<file path="src/hw/rtl/ata_seq_pkg.sv">
// ----------------------------------------------------------------------------
// ata_seq_pkg
// Shared types and constants of the ATA PIO LBA28 sector sequencer: item
// codes, task-file offsets, command and status bytes, and the job descriptor
// that the front end passes to the back end.
// ----------------------------------------------------------------------------
package ata_seq_pkg;

    // Sector size in 16-bit words and the width of the word counter
    localparam int WORDS_PER_SECTOR = 256;
    localparam int WC_W             = $clog2(WORDS_PER_SECTOR + 1);

    // Job queue depth
    localparam int QDEPTH = 4;
    localparam int QPTR_W = $clog2(QDEPTH);
    localparam int QCNT_W = $clog2(QDEPTH + 1);

    // Input operation codes
    localparam logic [1:0] OP_START_READ  = 2'd0;
    localparam logic [1:0] OP_START_WRITE = 2'd1;
    localparam logic [1:0] OP_BUS_REPLY   = 2'd2;
    localparam logic [1:0] OP_HOST_WORD   = 2'd3;

    // Result action codes
    localparam logic [1:0] ACT_BUS_READ  = 2'd0;
    localparam logic [1:0] ACT_BUS_WRITE = 2'd1;
    localparam logic [1:0] ACT_TO_HOST   = 2'd2;
    localparam logic [1:0] ACT_DONE      = 2'd3;

    // Task-file register offsets
    localparam logic [2:0] PORT_DATA    = 3'd0;
    localparam logic [2:0] PORT_COUNT   = 3'd2;
    localparam logic [2:0] PORT_LBA_LO  = 3'd3;
    localparam logic [2:0] PORT_LBA_MID = 3'd4;
    localparam logic [2:0] PORT_LBA_HI  = 3'd5;
    localparam logic [2:0] PORT_DEVICE  = 3'd6;
    localparam logic [2:0] PORT_CMD     = 3'd7;

    // Status bits
    localparam int ST_BSY_BIT = 7;
    localparam int ST_DRQ_BIT = 3;
    localparam int ST_ERR_BIT = 0;

    // Commands and fixed bytes
    localparam logic [7:0] CMD_READ    = 8'h20;
    localparam logic [7:0] CMD_WRITE   = 8'h30;
    localparam logic [7:0] CMD_FLUSH   = 8'hE7;
    localparam logic [7:0] DEV_LBA     = 8'hE0;
    localparam logic [7:0] SECTOR_ONE  = 8'h01;

    // Work handed from front to back
    typedef enum logic [2:0] {
        JOB_POLL,       // one status read
        JOB_SETUP,      // device, count, LBA bytes, command, status read
        JOB_RD_FIRST,   // first data read
        JOB_RD_WORD,    // word to host, then next data or status read
        JOB_WR_WORD,    // data write, on the last word flush and status read
        JOB_DONE        // completion with ok flag
    } job_kind_t;

    typedef struct packed {
        job_kind_t   kind;
        logic [27:0] arg;   // LBA for setup, word for data jobs
        logic        flag;  // write for setup, last word for data, ok for done
    } job_t;

    typedef struct packed {
        logic [1:0]  action;
        logic [2:0]  port;
        logic [15:0] data;
        logic        ok;
        logic        last;
    } result_t;

endpackage

</file>
<file path="src/hw/rtl/ata_pio_sector_sequencer.sv">
// ----------------------------------------------------------------------------
// ata_pio_sector_sequencer
// Host-side sequencer for one-sector ATA PIO LBA28 transfers: issues the
// task-file reads and writes, polls status and moves the sector words.
//
//   Channel   Handshake        Payload
//   input     push / full      operation, lba, value
//   result    empty / pop      action, port, data, ok, last
//
// One input transaction is taken per cycle while the job queue has room.
// The back end drains one result per cycle while its output is empty or
// popped; an item causes up to seven results, the most being a setup step.
// The four-entry job queue sets how far the input side runs ahead.
// Reset clears phase, counters, queue pointers and the output valid flag.
// ----------------------------------------------------------------------------
module ata_pio_sector_sequencer (
    input  logic        clk,
    input  logic        rst_n,
    input  logic        push,
    output logic        full,
    input  logic [1:0]  operation,
    input  logic [27:0] lba,
    input  logic [15:0] value,
    output logic        empty,
    input  logic        pop,
    output logic [1:0]  action,
    output logic [2:0]  port,
    output logic [15:0] data,
    output logic        ok,
    output logic        last
);

    logic                  accept;
    logic                  job_in_valid;
    ata_seq_pkg::job_t     job_in;
    ata_seq_pkg::job_t     job_head;
    logic                  q_nonempty;
    logic                  q_pop;
    logic                  q_full;
    logic                  out_valid;
    ata_seq_pkg::result_t  out_res;

    // hold input while queue is full, so every accepted item has room for its job
    assign full   = q_full;
    assign accept = push && !q_full;

    ata_seq_front u_front (
        .clk       (clk),
        .rst_n     (rst_n),
        .accept    (accept),
        .operation (operation),
        .lba       (lba),
        .value     (value),
        .job_valid (job_in_valid),
        .job       (job_in)
    );

    ata_seq_queue u_queue (
        .clk      (clk),
        .rst_n    (rst_n),
        .push     (accept && job_in_valid),
        .push_job (job_in),
        .pop      (q_pop),
        .head     (job_head),
        .full     (q_full),
        .nonempty (q_nonempty)
    );

    ata_seq_back u_back (
        .clk       (clk),
        .rst_n     (rst_n),
        .job_valid (q_nonempty),
        .job       (job_head),
        .job_pop   (q_pop),
        .out_pop   (pop),
        .out_valid (out_valid),
        .out_res   (out_res)
    );

    assign empty  = !out_valid;
    assign action = out_res.action;
    assign port   = out_res.port;
    assign data   = out_res.data;
    assign ok     = out_res.ok;
    assign last   = out_res.last;

endmodule

</file>
<file path="src/hw/rtl/ata_seq_front.sv">
// ----------------------------------------------------------------------------
// ata_seq_front
// Phase tracker: takes input transactions, advances the transfer phase and
// turns each item that fits the phase into at most one job for the back end.
// ----------------------------------------------------------------------------
module ata_seq_front (
    input  logic               clk,
    input  logic               rst_n,
    input  logic               accept,
    input  logic [1:0]         operation,
    input  logic [27:0]        lba,
    input  logic [15:0]        value,
    output logic               job_valid,
    output ata_seq_pkg::job_t  job
);

    typedef enum logic [2:0] {
        PH_IDLE,
        PH_BSY1,
        PH_DRQ,
        PH_RDATA,
        PH_WDATA,
        PH_BSY2,
        PH_FINAL
    } phase_t;

    phase_t                       phase_reg, phase_next;
    logic                         is_write_reg, is_write_next;
    logic [27:0]                  addr_reg, addr_next;
    logic [ata_seq_pkg::WC_W-1:0] wc_reg, wc_next;
    logic [ata_seq_pkg::WC_W-1:0] wc_inc;
    logic                         wc_final;
    logic [7:0]                   st;
    logic                         is_reply;

    assign st       = value[7:0];
    assign is_reply = (operation == ata_seq_pkg::OP_BUS_REPLY);
    assign wc_inc   = wc_reg + ata_seq_pkg::WC_W'(1);
    assign wc_final = (wc_inc >= ata_seq_pkg::WC_W'(ata_seq_pkg::WORDS_PER_SECTOR));

    always_comb
    begin
        phase_next    = phase_reg;
        is_write_next = is_write_reg;
        addr_next     = addr_reg;
        wc_next       = wc_reg;
        job_valid     = 1'b0;
        job.kind      = ata_seq_pkg::JOB_POLL;
        job.arg       = {12'd0, value};
        job.flag      = 1'b0;
        if (accept)
        begin
            unique case (phase_reg)
                PH_IDLE:
                begin
                    if (operation == ata_seq_pkg::OP_START_READ ||
                        operation == ata_seq_pkg::OP_START_WRITE)
                    begin
                        is_write_next = (operation == ata_seq_pkg::OP_START_WRITE);
                        addr_next     = lba;
                        wc_next       = '0;
                        phase_next    = PH_BSY1;
                        job_valid     = 1'b1;
                    end
                end
                PH_BSY1:
                begin
                    if (is_reply)
                    begin
                        job_valid = 1'b1;
                        if (!st[ata_seq_pkg::ST_BSY_BIT])
                        begin
                            job.kind   = ata_seq_pkg::JOB_SETUP;
                            job.arg    = addr_reg;
                            job.flag   = is_write_reg;
                            phase_next = PH_DRQ;
                        end
                    end
                end
                PH_DRQ:
                begin
                    if (is_reply)
                    begin
                        if (!st[ata_seq_pkg::ST_DRQ_BIT])
                        begin
                            job_valid = 1'b1;
                        end
                        else
                        begin
                            wc_next = '0;
                            if (is_write_reg)
                            begin
                                // wait for host words, nothing to emit
                                phase_next = PH_WDATA;
                            end
                            else
                            begin
                                job_valid  = 1'b1;
                                job.kind   = ata_seq_pkg::JOB_RD_FIRST;
                                phase_next = PH_RDATA;
                            end
                        end
                    end
                end
                PH_RDATA:
                begin
                    if (is_reply)
                    begin
                        job_valid = 1'b1;
                        job.kind  = ata_seq_pkg::JOB_RD_WORD;
                        job.flag  = wc_final;
                        wc_next   = wc_inc;
                        if (wc_final)
                        begin
                            phase_next = PH_FINAL;
                        end
                    end
                end
                PH_WDATA:
                begin
                    if (operation == ata_seq_pkg::OP_HOST_WORD)
                    begin
                        job_valid = 1'b1;
                        job.kind  = ata_seq_pkg::JOB_WR_WORD;
                        job.flag  = wc_final;
                        wc_next   = wc_inc;
                        if (wc_final)
                        begin
                            phase_next = PH_BSY2;
                        end
                    end
                end
                PH_BSY2:
                begin
                    if (is_reply)
                    begin
                        job_valid = 1'b1;
                        if (!st[ata_seq_pkg::ST_BSY_BIT])
                        begin
                            phase_next = PH_FINAL;
                        end
                    end
                end
                PH_FINAL:
                begin
                    if (is_reply)
                    begin
                        job_valid  = 1'b1;
                        job.kind   = ata_seq_pkg::JOB_DONE;
                        job.flag   = !st[ata_seq_pkg::ST_ERR_BIT];
                        phase_next = PH_IDLE;
                    end
                end
                default:
                begin
                    phase_next = PH_IDLE;
                end
            endcase
        end
    end

    always_ff @(posedge clk or negedge rst_n)
    begin
        if (!rst_n)
        begin
            phase_reg    <= PH_IDLE;
            is_write_reg <= 1'b0;
            addr_reg     <= '0;
            wc_reg       <= '0;
        end
        else
        begin
            phase_reg    <= phase_next;
            is_write_reg <= is_write_next;
            addr_reg     <= addr_next;
            wc_reg       <= wc_next;
        end
    end

`ifndef ASSERT_OFF
    a_wdata_is_write: assert property (@(posedge clk) disable iff (!rst_n)
        phase_reg == PH_WDATA |-> is_write_reg)
        else $error("write data phase on a read transfer");

    a_rdata_is_read: assert property (@(posedge clk) disable iff (!rst_n)
        phase_reg == PH_RDATA |-> !is_write_reg)
        else $error("read data phase on a write transfer");

    a_wc_in_range: assert property (@(posedge clk) disable iff (!rst_n)
        (phase_reg == PH_RDATA || phase_reg == PH_WDATA)
        |-> wc_reg < ata_seq_pkg::WC_W'(ata_seq_pkg::WORDS_PER_SECTOR))
        else $error("word count past sector size in a data phase");

    a_start_to_bsy1: assert property (@(posedge clk) disable iff (!rst_n)
        accept && phase_reg == PH_IDLE && !operation[1] |=> phase_reg == PH_BSY1)
        else $error("start request did not begin busy polling");
`endif

endmodule

</file>
<file path="src/hw/rtl/ata_seq_queue.sv">
// ----------------------------------------------------------------------------
// ata_seq_queue
// Small job queue between the phase tracker and the result expander.
// ----------------------------------------------------------------------------
module ata_seq_queue (
    input  logic               clk,
    input  logic               rst_n,
    input  logic               push,
    input  ata_seq_pkg::job_t  push_job,
    input  logic               pop,
    output ata_seq_pkg::job_t  head,
    output logic               full,
    output logic               nonempty
);

    ata_seq_pkg::job_t                mem [ata_seq_pkg::QDEPTH];
    logic [ata_seq_pkg::QPTR_W-1:0]   wr_ptr_reg, wr_ptr_next;
    logic [ata_seq_pkg::QPTR_W-1:0]   rd_ptr_reg, rd_ptr_next;
    logic [ata_seq_pkg::QCNT_W-1:0]   count_reg, count_next;
    logic                             do_push, do_pop;

    assign full     = (count_reg == ata_seq_pkg::QCNT_W'(ata_seq_pkg::QDEPTH));
    assign nonempty = (count_reg != '0);
    assign do_push  = push && !full;
    assign do_pop   = pop && nonempty;
    assign head     = mem[rd_ptr_reg];

    always_comb
    begin
        wr_ptr_next = do_push ? wr_ptr_reg + ata_seq_pkg::QPTR_W'(1) : wr_ptr_reg;
        rd_ptr_next = do_pop  ? rd_ptr_reg + ata_seq_pkg::QPTR_W'(1) : rd_ptr_reg;
        count_next  = count_reg;
        if (do_push && !do_pop)
        begin
            count_next = count_reg + ata_seq_pkg::QCNT_W'(1);
        end
        else if (do_pop && !do_push)
        begin
            count_next = count_reg - ata_seq_pkg::QCNT_W'(1);
        end
    end

    always_ff @(posedge clk)
    begin
        if (do_push)
        begin
            mem[wr_ptr_reg] <= push_job;
        end
    end

    always_ff @(posedge clk or negedge rst_n)
    begin
        if (!rst_n)
        begin
            wr_ptr_reg <= '0;
            rd_ptr_reg <= '0;
            count_reg  <= '0;
        end
        else
        begin
            wr_ptr_reg <= wr_ptr_next;
            rd_ptr_reg <= rd_ptr_next;
            count_reg  <= count_next;
        end
    end

endmodule

</file>
<file path="src/hw/rtl/ata_seq_back.sv">
// ----------------------------------------------------------------------------
// ata_seq_back
// Result expander: walks the queue head job into an output register, one
// result per cycle while it is free or popped; the last one retires the job.
// ----------------------------------------------------------------------------
module ata_seq_back (
    input  logic                 clk,
    input  logic                 rst_n,
    input  logic                 job_valid,
    input  ata_seq_pkg::job_t    job,
    output logic                 job_pop,
    input  logic                 out_pop,
    output logic                 out_valid,
    output ata_seq_pkg::result_t out_res
);

    logic [2:0]            step_reg, step_next;
    logic                  out_valid_reg, out_valid_next;
    ata_seq_pkg::result_t  out_res_reg, out_res_next;
    ata_seq_pkg::result_t  res;
    logic                  advance;

    assign out_valid = out_valid_reg;
    assign out_res   = out_res_reg;
    assign advance   = job_valid && (!out_valid_reg || out_pop);
    assign job_pop   = advance && res.last;

    // Decode (job, step) into one result
    always_comb
    begin
        res.action = ata_seq_pkg::ACT_BUS_READ;
        res.port   = ata_seq_pkg::PORT_CMD;
        res.data   = '0;
        res.ok     = 1'b0;
        res.last   = 1'b1;
        unique case (job.kind)
            ata_seq_pkg::JOB_POLL:
            begin
            end
            ata_seq_pkg::JOB_SETUP:
            begin
                res.action = ata_seq_pkg::ACT_BUS_WRITE;
                res.last   = 1'b0;
                case (step_reg)
                    3'd0:
                    begin
                        res.port = ata_seq_pkg::PORT_DEVICE;
                        res.data = {8'd0, ata_seq_pkg::DEV_LBA | {4'd0, job.arg[27:24]}};
                    end
                    3'd1:
                    begin
                        res.port = ata_seq_pkg::PORT_COUNT;
                        res.data = {8'd0, ata_seq_pkg::SECTOR_ONE};
                    end
                    3'd2:
                    begin
                        res.port = ata_seq_pkg::PORT_LBA_LO;
                        res.data = {8'd0, job.arg[7:0]};
                    end
                    3'd3:
                    begin
                        res.port = ata_seq_pkg::PORT_LBA_MID;
                        res.data = {8'd0, job.arg[15:8]};
                    end
                    3'd4:
                    begin
                        res.port = ata_seq_pkg::PORT_LBA_HI;
                        res.data = {8'd0, job.arg[23:16]};
                    end
                    3'd5:
                    begin
                        res.port = ata_seq_pkg::PORT_CMD;
                        res.data = {8'd0, job.flag ? ata_seq_pkg::CMD_WRITE
                                                   : ata_seq_pkg::CMD_READ};
                    end
                    default:
                    begin
                        // closing status read
                        res.action = ata_seq_pkg::ACT_BUS_READ;
                        res.port   = ata_seq_pkg::PORT_CMD;
                        res.last   = 1'b1;
                    end
                endcase
            end
            ata_seq_pkg::JOB_RD_FIRST:
            begin
                res.port = ata_seq_pkg::PORT_DATA;
            end
            ata_seq_pkg::JOB_RD_WORD:
            begin
                if (step_reg == 3'd0)
                begin
                    res.action = ata_seq_pkg::ACT_TO_HOST;
                    res.port   = ata_seq_pkg::PORT_DATA;
                    res.data   = job.arg[15:0];
                    res.last   = 1'b0;
                end
                else
                begin
                    res.port = job.flag ? ata_seq_pkg::PORT_CMD : ata_seq_pkg::PORT_DATA;
                end
            end
            ata_seq_pkg::JOB_WR_WORD:
            begin
                case (step_reg)
                    3'd0:
                    begin
                        res.action = ata_seq_pkg::ACT_BUS_WRITE;
                        res.port   = ata_seq_pkg::PORT_DATA;
                        res.data   = job.arg[15:0];
                        res.last   = !job.flag;
                    end
                    3'd1:
                    begin
                        res.action = ata_seq_pkg::ACT_BUS_WRITE;
                        res.data   = {8'd0, ata_seq_pkg::CMD_FLUSH};
                        res.last   = 1'b0;
                    end
                    default:
                    begin
                    end
                endcase
            end
            ata_seq_pkg::JOB_DONE:
            begin
                res.action = ata_seq_pkg::ACT_DONE;
                res.port   = ata_seq_pkg::PORT_DATA;
                res.ok     = job.flag;
            end
            default:
            begin
            end
        endcase
    end

    always_comb
    begin
        step_next      = step_reg;
        out_valid_next = out_valid_reg;
        out_res_next   = out_res_reg;
        if (advance)
        begin
            out_valid_next = 1'b1;
            out_res_next   = res;
            step_next      = res.last ? 3'd0 : step_reg + 3'd1;
        end
        else if (out_pop)
        begin
            out_valid_next = 1'b0;
        end
    end

    always_ff @(posedge clk or negedge rst_n)
    begin
        if (!rst_n)
        begin
            step_reg      <= '0;
            out_valid_reg <= 1'b0;
        end
        else
        begin
            step_reg      <= step_next;
            out_valid_reg <= out_valid_next;
        end
    end

    always_ff @(posedge clk)
    begin
        out_res_reg <= out_res_next;
    end

`ifndef ASSERT_OFF
    a_step_needs_job: assert property (@(posedge clk) disable iff (!rst_n)
        step_reg != 3'd0 |-> job_valid)
        else $error("mid-job step with empty queue");

    a_step_bound: assert property (@(posedge clk) disable iff (!rst_n)
        step_reg <= 3'd6)
        else $error("step counter past longest job");

    a_retire_resets_step: assert property (@(posedge clk) disable iff (!rst_n)
        job_pop |=> step_reg == 3'd0)
        else $error("step not cleared after job retire");

    a_retire_marks_last: assert property (@(posedge clk) disable iff (!rst_n)
        job_pop |=> out_valid_reg && out_res_reg.last)
        else $error("job retired without last result");
`endif

endmodule
</file>
<file path="config.mk">
export PLATFORM = sky130hd
export DESIGN_NAME = ata_pio_sector_sequencer
export DESIGN_NICKNAME = d
export VERILOG_FILES = /design/src/hw/rtl/ata_seq_pkg.sv /design/src/hw/rtl/ata_pio_sector_sequencer.sv /design/src/hw/rtl/ata_seq_front.sv /design/src/hw/rtl/ata_seq_queue.sv /design/src/hw/rtl/ata_seq_back.sv
export SDC_FILE = /design/constraint.sdc
export NUM_CORES = 1
export LEC_CHECK = 0
export ABC_CLOCK_PERIOD_IN_PS = 8700
export BUFFER_PORTS_ARGS = -buffer_cell sky130_fd_sc_hd__buf_2
export CORE_MARGIN = 5
export CORE_UTILIZATION = 45
export CTS_CLUSTER_DIAMETER = 30
export DETAILED_ROUTE_END_ITERATION = 8
export PLACE_DENSITY_LB_ADDON = 0.1
export SLEW_MARGIN = 20
export SYNTH_ARGS = -nofsm -noshare
export SYNTH_HDL_FRONTEND = slang
export SYNTH_SLANG_ARGS = --single-unit
</file>
<file path="constraint.sdc">
create_clock -name clk -period 8.7 [get_ports clk]
set_input_delay 0.87 -clock clk [delete_from_list [all_inputs] [get_ports clk]]
set_output_delay 0.87 -clock clk [all_outputs]
set_load 0.05 [all_outputs]
</file>
# Word level (Yosys, flattened, before mapping)
# Memory sizes are Yosys's and may differ from the RTL's.
# Cells that the tools add are included.
[word_totals]
ff_bits = 75
latchBits = 0
ramBits = 128
romBits = 0
in_bits = 50
out_inout_bits = 25
elab_cells = 152
n_memories = 1
[op_classes]
add_sub_neg = 6
multipliers = 0
div = 0
order_cmp = 1
n_eq_ne = 32
shift = 0
n_mux = 68
bitwise_logic = 0
reduce_logical = 30
[mem_list]
columns = ["name", "depth", "width", "read_ports", "rd_ports_with_merged_regs", "wr", "line_no", "rtl"]
rows = [
  ["u_queue.mem", 4, 32, 1, 0, 1, "ata_seq_queue.sv:16", "ata_seq_pkg::job_t mem [ata_seq_pkg::QDEPTH];"],
]
[ops]
columns = ["op", "count"]
rows = [
  ["3-bit 2-to-1 mux", 23],
  ["32-bit 2-to-1 mux", 2],
  ["16-bit one-hot mux with 3 select lines", 1],
  ["8-bit one-hot mux with 6 select lines", 1],
  ["9-bit 2-to-1 mux", 5],
  ["9-bit one-hot mux with 4 select lines", 1],
  ["16-bit one-hot mux with 2 select lines", 1],
  ["30-bit 2-to-1 mux", 1],
  ["3-bit one-hot mux with 5 select lines", 2],
  ["28-bit 2-to-1 mux", 1],
  ["3-bit equality test (second input constant)", 8],
  ["3-bit one-hot mux with 7 select lines", 1],
  ["3-bit by 2-bit equality test with 1-bit output (second input constant)", 6],
  ["1-bit 2-to-1 mux", 18],
  ["2-bit by 1-bit inequality test with 1-bit output (second input constant)", 9],
  ["16-bit 2-to-1 mux", 1],
  ["13-bit AND reduction", 1],
  ["3-bit one-hot mux with 4 select lines", 1],
  ["9-bit by 1-bit adder with 9-bit output (second input constant)", 1],
  ["3-bit by 1-bit equality test with 1-bit output (second input constant)", 3],
  ["9-bit greater-or-equal comparator (second input constant)", 1],
  ["1-bit logical AND", 8],
  ["1-bit one-hot mux with 4 select lines", 2],
  ["2-bit one-hot mux with 4 select lines", 1],
  ["22 further kinds", 38],
]

# Longest topological paths before layout
# Gate-level depths: netlist of the first run.
[logic_depth]
ltp_word = 11
depth_mapped = 14
depth_no_buf = 13

# By module
# A second synthesis of the first run with hierarchy kept.
[hier_totals]
hier_cells = 578
area_unflattened_um2 = 9057.4
[modules_own_cells]
columns = ["mod", "instances", "cells_per_inst", "area_each_um2", "seq_area_each_um2"]
rows = [
  ["ata_seq_queue", 1, 203, 5102.4, 4018.9],
  ["ata_seq_front", 1, 222, 2341.0, 1026.0],
  ["ata_seq_back", 1, 150, 1595.3, 790.8],
  ["ata_pio_sector_sequencer", 1, 3, 18.8, 0.0],
]

# Worst setup path before layout of the first run
# No wires, ideal clock.
[synth_timing]
kind = "reg2reg"
from = "reg u_back.step_reg[2]"
to = "reg u_queue.count_reg[1] (netlist name)"
setup_ps = 125
arrival_ps = 3087
t_required_ps = 8575
path_slack_ps = 5489
path_stages_with_launch = 13
n_path_buf = 2
synth_period_minus_slack_ps = 3211
path_cell_list = "dfrtp_1 buf_2 clkbuf_1 inv_1 ha_1 or4_1 o2111a_1 nor3_2 inv_1 ha_1 inv_1 fa_1 mux2_2"
[synth_between]
elab_chain_cells = 9
elab_cells_between_ends = 18
classes_between = "eq/ne (5); mux (5); reduce/logical (8)"
[synth_lines]
columns = ["element", "line_no", "rtl"]
rows = [
  ["from (decl)", "ata_seq_back.sv:17", "logic [2:0] step_reg, step_next;"],
  ["from (signal assigned)", "ata_seq_back.sv:162", "step_reg <= step_next;"],
  ["3-bit equality test, or another cell as far along", "ata_seq_back.sv:44", "case (step_reg)"],
  ["6-bit OR reduction (no source line)", "-", ""],
  ["1-bit 2-to-1 mux", "ata_seq_back.sv:44", ""],
  ["1-bit one-hot mux with 3 select lines *", "ata_seq_back.sv:36", "unique case (job.kind)"],
  ["1-bit logical AND *", "ata_seq_back.sv:26", "assign job_pop = advance && res.last;"],
  ["1-bit logical AND *", "ata_seq_queue.sv:25", "assign do_pop = pop && nonempty;"],
  ["1-bit zero test *", "ata_seq_queue.sv:33", "if (do_push && !do_pop)"],
  ["1-bit logical AND *", "ata_seq_queue.sv:33", ""],
  ["3-bit 2-to-1 mux *", "ata_seq_queue.sv:33", ""],
  ["named net u_queue.count_next, one bit", "ata_seq_queue.sv:19", "logic [ata_seq_pkg::QCNT_W-1:0] count_reg, count_next;"],
  ["to (signal assigned)", "ata_seq_queue.sv:63", "count_reg <= count_next;"],
  ["to (decl)", "ata_seq_queue.sv:19", ""],
]
# The timed path passes the listed nets; every way through them passes the cells marked *.
# A chain may end at the register's enable or synchronous reset.

# Final worst setup path of the first run
[layout_timing]
from = "reg u_queue.rd_ptr_reg[0] (netlist name)"
to = "reg u_queue.count_reg[2] (netlist name)"
[layout_between]
elab_chain_cells = 9
elab_cells_between_ends = 14
classes_between = "eq/ne (3); mux (3); reduce/logical (7); memory (1)"
[layout_lines]
columns = ["element", "line_no", "rtl"]
rows = [
  ["from (decl)", "ata_seq_queue.sv:18", "logic [ata_seq_pkg::QPTR_W-1:0] rd_ptr_reg, rd_ptr_next;"],
  ["from (signal assigned)", "ata_seq_queue.sv:62", "rd_ptr_reg <= rd_ptr_next;"],
  ["memory 4 x 32 bit *", "-", ""],
  ["1-bit zero test", "ata_seq_back.sv:111", "res.last = !job.flag;"],
  ["1-bit one-hot mux with 2 select lines", "ata_seq_back.sv:105", "case (step_reg)"],
  ["1-bit one-hot mux with 3 select lines *", "ata_seq_back.sv:36", ""],
  ["1-bit logical AND *", "ata_seq_back.sv:26", ""],
  ["1-bit logical AND *", "ata_seq_queue.sv:25", ""],
  ["1-bit zero test", "ata_seq_queue.sv:33", ""],
  ["1-bit logical AND", "ata_seq_queue.sv:33", ""],
  ["3-bit 2-to-1 mux / 2-bit nonzero test (equally long branches)", "-", ""],
]
# Mark *: on every way between the ends. The rest lies on a longest branch, timed or not.

==> flow_summary.yaml, run 1 <==
finish:
  synthToLayoutAreaGrowth_pct: 23.0
  final_util_pct: 56.3
  largest_register_ffs: 128
  drive_gt1_share_pct: 34.6
  antenna_cells: 0
  fin_nets: 731
  finalInstanceArea_mm2: 0.0110
timing:
  rsz0062_at_grt: "no"
  clock_skew_ns: 0.0146
  period_needed_ns: 3.65
  setup_viol: 0
  hold_viol: 0
  max_freq_mhz: 274
  final-max-slew-violation-count: 0
  worst_slew_pin_slew_ns: 1.09
  slew_headroom_pct: 27.3
  fin_crit_sh_pct: 42.0
  fin_tns_setup_ns: 0
logic_synthesis:
  synth-edff-count: 151
  synth_cells: 575
  syn_area_mm2: 0.00892
  synth_fp_nets: 637
  avgSynthCellArea_um2: 15.5
  ys_seq_area_share_pct: 65.4
  async_flop_share_pct: 25.6
  synth_top_area_cell: "edfxtp_1"
  synth-seq-cells: 203
  synth_area_leaders: "edfxtp_1 (51%), dfrtp_1 (15%), mux2_2 (6.6%)"
  ys_types: 65
  ys.warnings.count: 0
  synthFlopType: "edfxtp_1"
  synth_top_cell_area_share_pct: 50.8
global_routing:
  grt_pass1_wl_um: 30200
  grt.busiest_layer: "met2"
  met2_usage_pct: 27.2
  grt_util_met1_pct: 24.0
  antenna_found_initial: 0
  first_global_vias: 5644
  gr-total-overflow: 0
  grt.total_usage_pct: 17.3
  grt_max_degree: 53
  grtUsageMet3_pct: 3.92
cts:
  cts_tree: "done"
  clockRootBuffer: "clkbuf_16"
  cts.sinks: 203
  clk_path_buf_depth: 3
  cts.reportedPaths.clkPinSlew_ns: 0.05
  cts_setup_buffers: 0
  cts_buffers: 41
  htree_levels: 2
  clock_latency_ns: 0.51
  hold_buffers: 0
  ctsResizeCount: 0
worst_setup_path:
  cp_data_arrival_time_ns: 4.08
  crit_required_ns: 9.12
  cp_max_fo: 39
  start_kind: "register"
  critical_path_class: "register to register"
  critPathCaptureType: "register"
routing:
  vias: 5199
  drt-pass1-iter-count: 4
  routedWlPerCell_um: 19.4
  drt_iter0_markers: 234
  drcViolationCount: 0
  drt-vias-per-instance: 5.38
  drt_wl_total_um: 18700
  ant_nets: 0
power_and_ir_drop:
  power.density_mw_per_mm2: 384
  p_leak_uw: 0.00421
  worst_ir_drop_vdd_v: 0.000174
floorplanning:
  core_mm2: 0.0195
  initial_core_util_pct: 45.8
  die_area_mm2: 0.0227
  die_x_um: 151
  rows: 51
  die_y_um: 151
  ioPinCount: 75
run:
  max-cap-violations: 0
placement:
  numPortBuffers: 74
  placed_area_mm2: 0.00954
  dp_hpwl_um: 11800
  place.gp.congestion: 0.833
min_path:
  worstHoldPathType: "register to register"
outcome:
  status: "completed"
## stage by stage
stage | worst slack, ns | instances | total power (uW) | hold WS, ns
floorplan | 5.49 | 575 | 2350 | 0.447
global placement | 5.10 | 891 | 2640 | 0.475
detailed placement | 5.00 | 891 | 2660 | 0.482
CTS | 4.98 | 967 | 4260 | 0.488
global route | 4.74 | 967 | 4430 | 0.505
finish | 5.05 | 967 | 4210 | 0.483
## worst max-delay path: stages (launching register included)
cell,delay [ns]
dfrtp_2,0.34
buf_4,0.57
mux4_2,0.72
or3b_4,0.48
nor2_4,0.18
nor3_2,0.08
inv_1,0.07
ha_1,0.17
inv_1,0.07
fa_1,0.44
xor2_1,0.17
nor2_1,0.11
xor2_1,0.16
## kinds of logic (layout without fill, tap and decap cells)
group | Yosys count | in the layout | synth area share (%)
flip-flops | 203 | 203 | 65.4
AND/OR/NAND/NOR | 122 | 122 | 7.91
AO/OA/AOI/OAI | 94 | 94 | 7.70
multiplexers | 85 | 85 | 13.9
buffers and inverters | 51 | 178 | 2.47
adder cells (fa/ha/maj) | 12 | 12 | 1.77
XOR/XNOR | 8 | 8 | 0.786
## power by group
part | internal, uW | total (uW) | switching, uW
Combinational | 463 | 1240 | 775
Sequential | 1280 | 1400 | 118
Clock | 1060 | 1570 | 513
## worst paths after layout
check,endpoint,startpoint,depth (start not counted),slack [ns]
min,u_front.wc_reg[7],u_front.wc_reg[7],1,0.48
min reg2reg,u_front.wc_reg[7],u_front.wc_reg[7],1,0.48
min in group asynchronous,u_front.wc_reg[0],rst_n,2,0.53
max in group asynchronous,u_queue.rd_ptr_reg[0],rst_n,2,7.62
max,u_queue.count_reg[2],u_queue.rd_ptr_reg[0],12,5.05
max reg2reg,u_queue.count_reg[2],u_queue.rd_ptr_reg[0],12,5.05
## layout by cell type (no fill, tap or decap), drive strengths merged, types with 4 or more instances in the layout
cell,instances
nand2b,5
dfrtp,52
clkinv,7
a22oi,4
nor4,4
nor2b,5
a221o,6
o211ai,6
a21o,4
nor3,9
clkbuf,51
nand2,26
mux2i,7
bufinv,4
o21ai,20
buf,83
nand3b,5
o31ai,7
inv,30
mux2,52
mux4,26
nor2,17
ha,11
nor3b,6
edfxtp,151
nand3,9
and2,25
a21oi,9
xor2,4
a31oi,7
xnor2,4
## cell usage after synthesis, drive strengths merged (5+ instances only)
library cell	number
o21ai	20
nor3b	6
nor3	9
a221o	6
nand3	9
ha	11
a31oi	7
nand3b	5
mux2	52
nor2b	5
nand2	26
nor2	17
inv	19
o211ai	6
a21oi	9
buf	13
clkbuf	19
nand2b	5
mux2i	7
mux4	26
o31ai	7
edfxtp	151
and2	25
dfrtp	52
## final cells by class
type / instances / area, um^2
clock buffers: 51 / 1140
clock inverters: 25 / 290
fillers: 1560 / 8500
inverters: 19 / 71.3
multi-input cells: 321 / 2860
flip-flops and latches: 203 / 5840
well taps: 265 / 332
repair buffers: 83 / 438
## per-layer routing
layer	share of wire (%)	vias to the layer above
li1	-	2434
met4	1.5	0
met1	46	2616
met3	5.1	29
met5	0	-
met2	48	120
Note: power is estimated with default switching activity, not from simulation.
==> run 2: changes to the inputs <==
- ABC_CLOCK_PERIOD_IN_PS: 8700 -> 3500
- clock period: 8.7 -> 3.5 ns (I/O delays scaled with it)
==> run 2 against run 1 <==
  * The flow now finishes with violations (hold timing)
  * Register-to-register slack lost 4.7 ns
  * Cell area grew 0.22%
  * Non-clock buffer count grew 5
  * Core utilization grew 0.12 points
  * Hold slack lost 0.51 ns
  * Clock power grew 150%
  * Critical path type unchanged
==> flow_summary.yaml, run 2 (synthesized netlist as in run 1, its figures left out) <==
power_and_ir_drop:
  p_leak_uw: 0.00424
  worst_ir_drop_vdd_v: 0.000396
  power.density_mw_per_mm2: 952
routing:
  drcViolationCount: 0
  vias: 5247
  ant_nets: 0
  drt-pass1-iter-count: 5
  drt-vias-per-instance: 5.39
  routedWlPerCell_um: 19.7
  drt_iter0_markers: 263
  drt_wl_total_um: 19200
cts:
  cts.sinks: 203
  htree_levels: 2
  ctsResizeCount: 0
  clock_latency_ns: 0.51
  clk_path_buf_depth: 3
  cts_buffers: 42
  cts.reportedPaths.clkPinSlew_ns: 0.05
  hold_buffers: 0
  cts_tree: "done"
  cts_setup_buffers: 0
  clockRootBuffer: "clkbuf_16"
global_routing:
  grt.total_usage_pct: 17.5
  gr-total-overflow: 0
  grt_max_degree: 34
  first_global_vias: 5570
  antenna_found_initial: 0
  grt_pass1_wl_um: 30300
worst_setup_path:
  start_kind: "register"
  critical_path_class: "register to register"
  cp_max_fo: 13
  critPathCaptureType: "register"
  rrSetupSlack_ns: 0.37
  cp_data_arrival_time_ns: 3.55
  crit_required_ns: 3.92
timing:
  fin_crit_sh_pct: 89.3
  worst_slew_pin_slew_ns: 1.04
  setup_ws_ns: 0.374
  max_freq_mhz: 320
  period_needed_ns: 3.13
  slew_headroom_pct: 30.5
  clock_skew_ns: 0.0109
  hold_viol: 32
  rsz0062_at_grt: "no"
  hold_slack_ns: -0.0230
  final-max-slew-violation-count: 0
  fin_tns_setup_ns: 0
  setup_viol: 0
finish:
  finalInstanceArea_mm2: 0.0110
  antenna_cells: 0
  layout_commonest_cell: "edfxtp_1"
  fin_nets: 737
  synthToLayoutAreaGrowth_pct: 23.2
  most-common-layout-cells: "edfxtp_1 (151), buf_2 (74), mux2_2 (52)"
  final_util_pct: 56.5
  drive_gt1_share_pct: 34.2
  largest_register_ffs: 128
  fill_cells: 1585
placement:
  place.gp.congestion: 0.845
  placed_area_mm2: 0.00958
  dp_hpwl_um: 12400
  numPortBuffers: 74
  pre_cts_ws_ns: 0.355
run:
  max-cap-violations: 0
floorplanning:
  rows: 51
  ioPinCount: 75
  die_y_um: 151
  core_mm2: 0.0195
  die_area_mm2: 0.0227
  initial_core_util_pct: 45.8
  die_x_um: 151
outcome:
  failed_checks: "hold timing"
  status: "complete, but fails checks"
min_path:
  worstHoldPathType: "primary input to async pin"
==> run 2: worst max-delay path, stage by stage (launching register included) <==
cell     delay (ns)
dfrtp_2        0.46
mux4_2         0.66
or3b_4         0.49
nor2_4         0.17
nor3_2         0.08
inv_1          0.07
ha_1           0.17
inv_1          0.07
fa_1           0.43
xor2_1         0.17
nor2_1         0.11
xor2_1         0.17
==> run 2: path summary, 6_finish.rpt <==
check,from,to,cells past startpoint
worst max-delay path,u_queue.rd_ptr_reg[0],u_queue.count_reg[2],11
worst min-delay path,rst_n,u_front.wc_reg[1],1
worst max register to register,u_queue.rd_ptr_reg[0],u_queue.count_reg[2],11
worst min register to register,u_front.wc_reg[7],u_front.wc_reg[7],1
max in group asynchronous,rst_n,u_front.addr_reg[11],2
min in group clk,pop,u_back.out_valid,2
==> run 2: final cells by class <==
type	instances	area [um^2]	area share, %
Sequential cell	203	5840	53.1
Multi-Input combinational cell	321	2860	26.0
Clock buffer	55	1170	10.7
Timing Repair Buffer	88	475	4.33
Tap cell	265	332	3.02
Clock inverter	22	239	2.17
Inverter	19	71.3	0.649
==> run 2: power breakdown <==
| group | switching, uW | leakage, uW | total [uW] | internal [uW] |
|---|---|---|---|---|
| Combinational | 1920 | 0.00146 | 3090 | 1170 |
| Clock | 1210 | 0.000695 | 3860 | 2660 |
| Sequential | 321 | 0.00209 | 3510 | 3190 |
==> run 2: per-stage QoR <==
stage / hold slack (ns) / total power, uW / instances
after detailed placement: 0.481 / 6660 / 896
final: -0.0230 / 10500 / 973
after global routing: 0.0298 / 11000 / 973
after global placement: 0.466 / 6580 / 896
after floorplan: 0.0544 / 5850 / 575
after CTS: 0.0107 / 10600 / 973
==> run 2: layer usage <==
layer | track usage [%] | wire length (um) | vias up
met5 | 0 | 0 | -
met1 | 23.0 | 8280 | 2636
met3 | 3.89 | 947 | 35
li1 | - | - | 2438
met2 | 29.2 | 9570 | 138
met4 | 5.30 | 363 | 0
==> run 3: changes to the inputs <==
- CORE_UTILIZATION: 45 -> 40
==> run 3 against run 2 <==
  * The flow now finishes without violations
  * Non-clock buffer count grew 1
  * Clock skew is 0.0093 ns higher
  * Count of clock-buffer cells in the layout increased by 10
  * Register-to-register slack worse by 0.13 ns
  * Routed wire length grew 4.7%
  * Die area is 12% higher
  * First-iteration DRC count increased by 37%
  * Fmax is 3.9% lower
  * Via count is 1.5% higher
  * Clock power rose by 28%
  * Hold slack better by 0.057 ns
==> flow_summary.yaml, run 3 (synthesized netlist as in run 1, its figures left out) <==
outcome:
  status: "completed"
global_routing:
  grt_pass1_wl_um: 31800
  gr-total-overflow: 0
  grt_max_degree: 36
  first_global_vias: 5629
  antenna_found_initial: 0
  grt.total_usage_pct: 15.8
routing:
  drt-vias-per-instance: 5.28
  drt_wl_total_um: 20100
  vias: 5325
  ant_nets: 0
  drt_iter0_markers: 360
  drt-pass1-iter-count: 4
  routedWlPerCell_um: 19.9
  drcViolationCount: 0
power_and_ir_drop:
  pwr-share-comb_pct: 27.2
  internal-power_uw: 7900
  switching_share_pct: 32.0
  seqPwrFrac_pct: 30.1
  switchingPower_uw: 3720
  power.density_mw_per_mm2: 1010
  p_clk_share_pct: 42.6
  worst_ir_drop_vdd_v: 0.000432
  p_leak_uw: 0.00445
cts:
  htree_levels: 2
  cts.reportedPaths.clkPinSlew_ns: 0.04
  cts.sinks: 203
  clockRootBuffer: "clkbuf_16"
  cts_setup_buffers: 0
  clock_latency_ns: 0.55
  cts_buffers: 52
  cts_tree: "done"
  clk_path_buf_depth: 3
  ctsResizeCount: 0
worst_setup_path:
  start_kind: "register"
  reg2reg_depth: 11
  crit_required_ns: 3.93
  cpPeakStageDelay_ns: 0.53
  path_cells: "inv_1 > ha_1 > nor2b_1 > or4_1 > o2111a_1 > nor3_2 > inv_1 > ha_1 > inv_1 > fa_1 > mux2_2"
  cp_data_arrival_time_ns: 3.68
  critPathCaptureType: "register"
  critical_path_class: "register to register"
  rrSetupSlack_ns: 0.25
  cp_max_fo: 10
  slowest_stage: "or4_1"
  cpMostUsedCell: "inv_1"
finish:
  antenna_cells: 0
  fin_nets: 748
  drive_gt1_share_pct: 35.8
  multi_input_area_mm2: 0.00286
  fill_cells: 1833
  layout_commonest_cell: "edfxtp_1"
  finalNonFillerCells: 1009
  most-common-layout-cells: "edfxtp_1 (151), buf_2 (74), mux2_2 (52), clkbuf_16 (52), dfrtp_1 (51)"
  synthToLayoutAreaGrowth_pct: 28.7
  final_util_pct: 52.4
  regArea_mm2: 0.00584
  largest_register_ffs: 128
timing:
  hold_viol: 0
  max_freq_mhz: 307
  period_needed_ns: 3.25
  setup_viol: 0
  final-max-slew-violation-count: 0
  fin_tns_setup_ns: 0
  worst_slew_pin_slew_ns: 1.07
  rsz0062_at_grt: "no"
  fin_crit_sh_pct: 93.0
  slew_headroom_pct: 28.6
  clock_skew_ns: 0.0202
floorplanning:
  rows: 54
  core_mm2: 0.0219
  die_area_mm2: 0.0254
  die_y_um: 159
  initial_core_util_pct: 40.7
  die_x_um: 159
  ioPinCount: 75
placement:
  numPortBuffers: 74
  placed_cells: 910
  place.gp.congestion: 0.865
  dp_hpwl_um: 12500
run:
  max-cap-violations: 0
min_path:
  whs_path_depth: 2
  worstHoldPathType: "primary input to register"
run 3: critical path, delay by kind of cell (launching register included):
family / cells / cell delay (ns)
AND/OR/NAND/NOR: 3 / 1.04
adder cells (fa/ha/maj): 3 / 0.83
flip-flops: 1 / 0.39
AO/OA/AOI/OAI: 1 / 0.33
multiplexers: 1 / 0.27
buffers and inverters: 3 / 0.26
run 3: path summary, 6_finish.rpt:
path,endpoint,start
max,u_queue.count_reg[1],u_back.step_reg[0]
min,u_front.addr_reg[11],lba[11]
max reg2reg,u_queue.count_reg[1],u_back.step_reg[0]
min reg2reg,u_front.wc_reg[7],u_front.wc_reg[7]
max in group asynchronous,u_queue.rd_ptr_reg[0],rst_n
min in group asynchronous,u_front.addr_reg[6],rst_n
run 3: what timing repair did:
action	CTS	global route
hold buffers	2	0
endpoints found under the hold margin	25	0
endpoints found under the setup margin	0	0
run 3: per-stage QoR:
step | total power [uW] | hold WS, ns | area (um^2) | setup slack (ns)
2_1_floorplan | 5850 | 0.0544 | 8920 | 0.289
3_3_place_gp | 6660 | 0.397 | 9590 | 0.413
3_5_place_dp | 6700 | 0.403 | 9590 | 0.294
4_1_cts | 11700 | 0.0147 | 11500 | 0.265
5_1_grt | 12200 | 0.0150 | 11500 | 0.0360
6_report | 11600 | 0.0343 | 11500 | 0.246
run 3: area by class of cell:
class,count,share of cell area (%)
flip-flops and latches,203,50.9
well taps,280,3.05
clock inverters,32,4.14
repair buffers,89,4.25
multi-input cells,321,24.9
clock buffers,65,12.1
inverters,19,0.622
run 3: power groups by stage:
stage / Combinational [uW] / Clock (uW) / Sequential, uW
after global placement: 3130 / 0 / 3530
after CTS: 3190 / 5040 / 3510
after floorplan: 2000 / 0 / 3850
after global routing: 3420 / 5190 / 3560
final: 3160 / 4950 / 3500
after detailed placement: 3160 / 0 / 3540
run 3: routing by layer:
layer | wire length, um | up-vias | part of all wire [%] | global-route usage [%]
met5 | 0 | - | 0 | 0
met2 | 9540 | 147 | 48 | 24.7
met4 | 361 | 0 | 1.8 | 5.12
met1 | 9150 | 2681 | 46 | 21.7
li1 | - | 2469 | - | -
met3 | 996 | 28 | 5.0 | 4.01
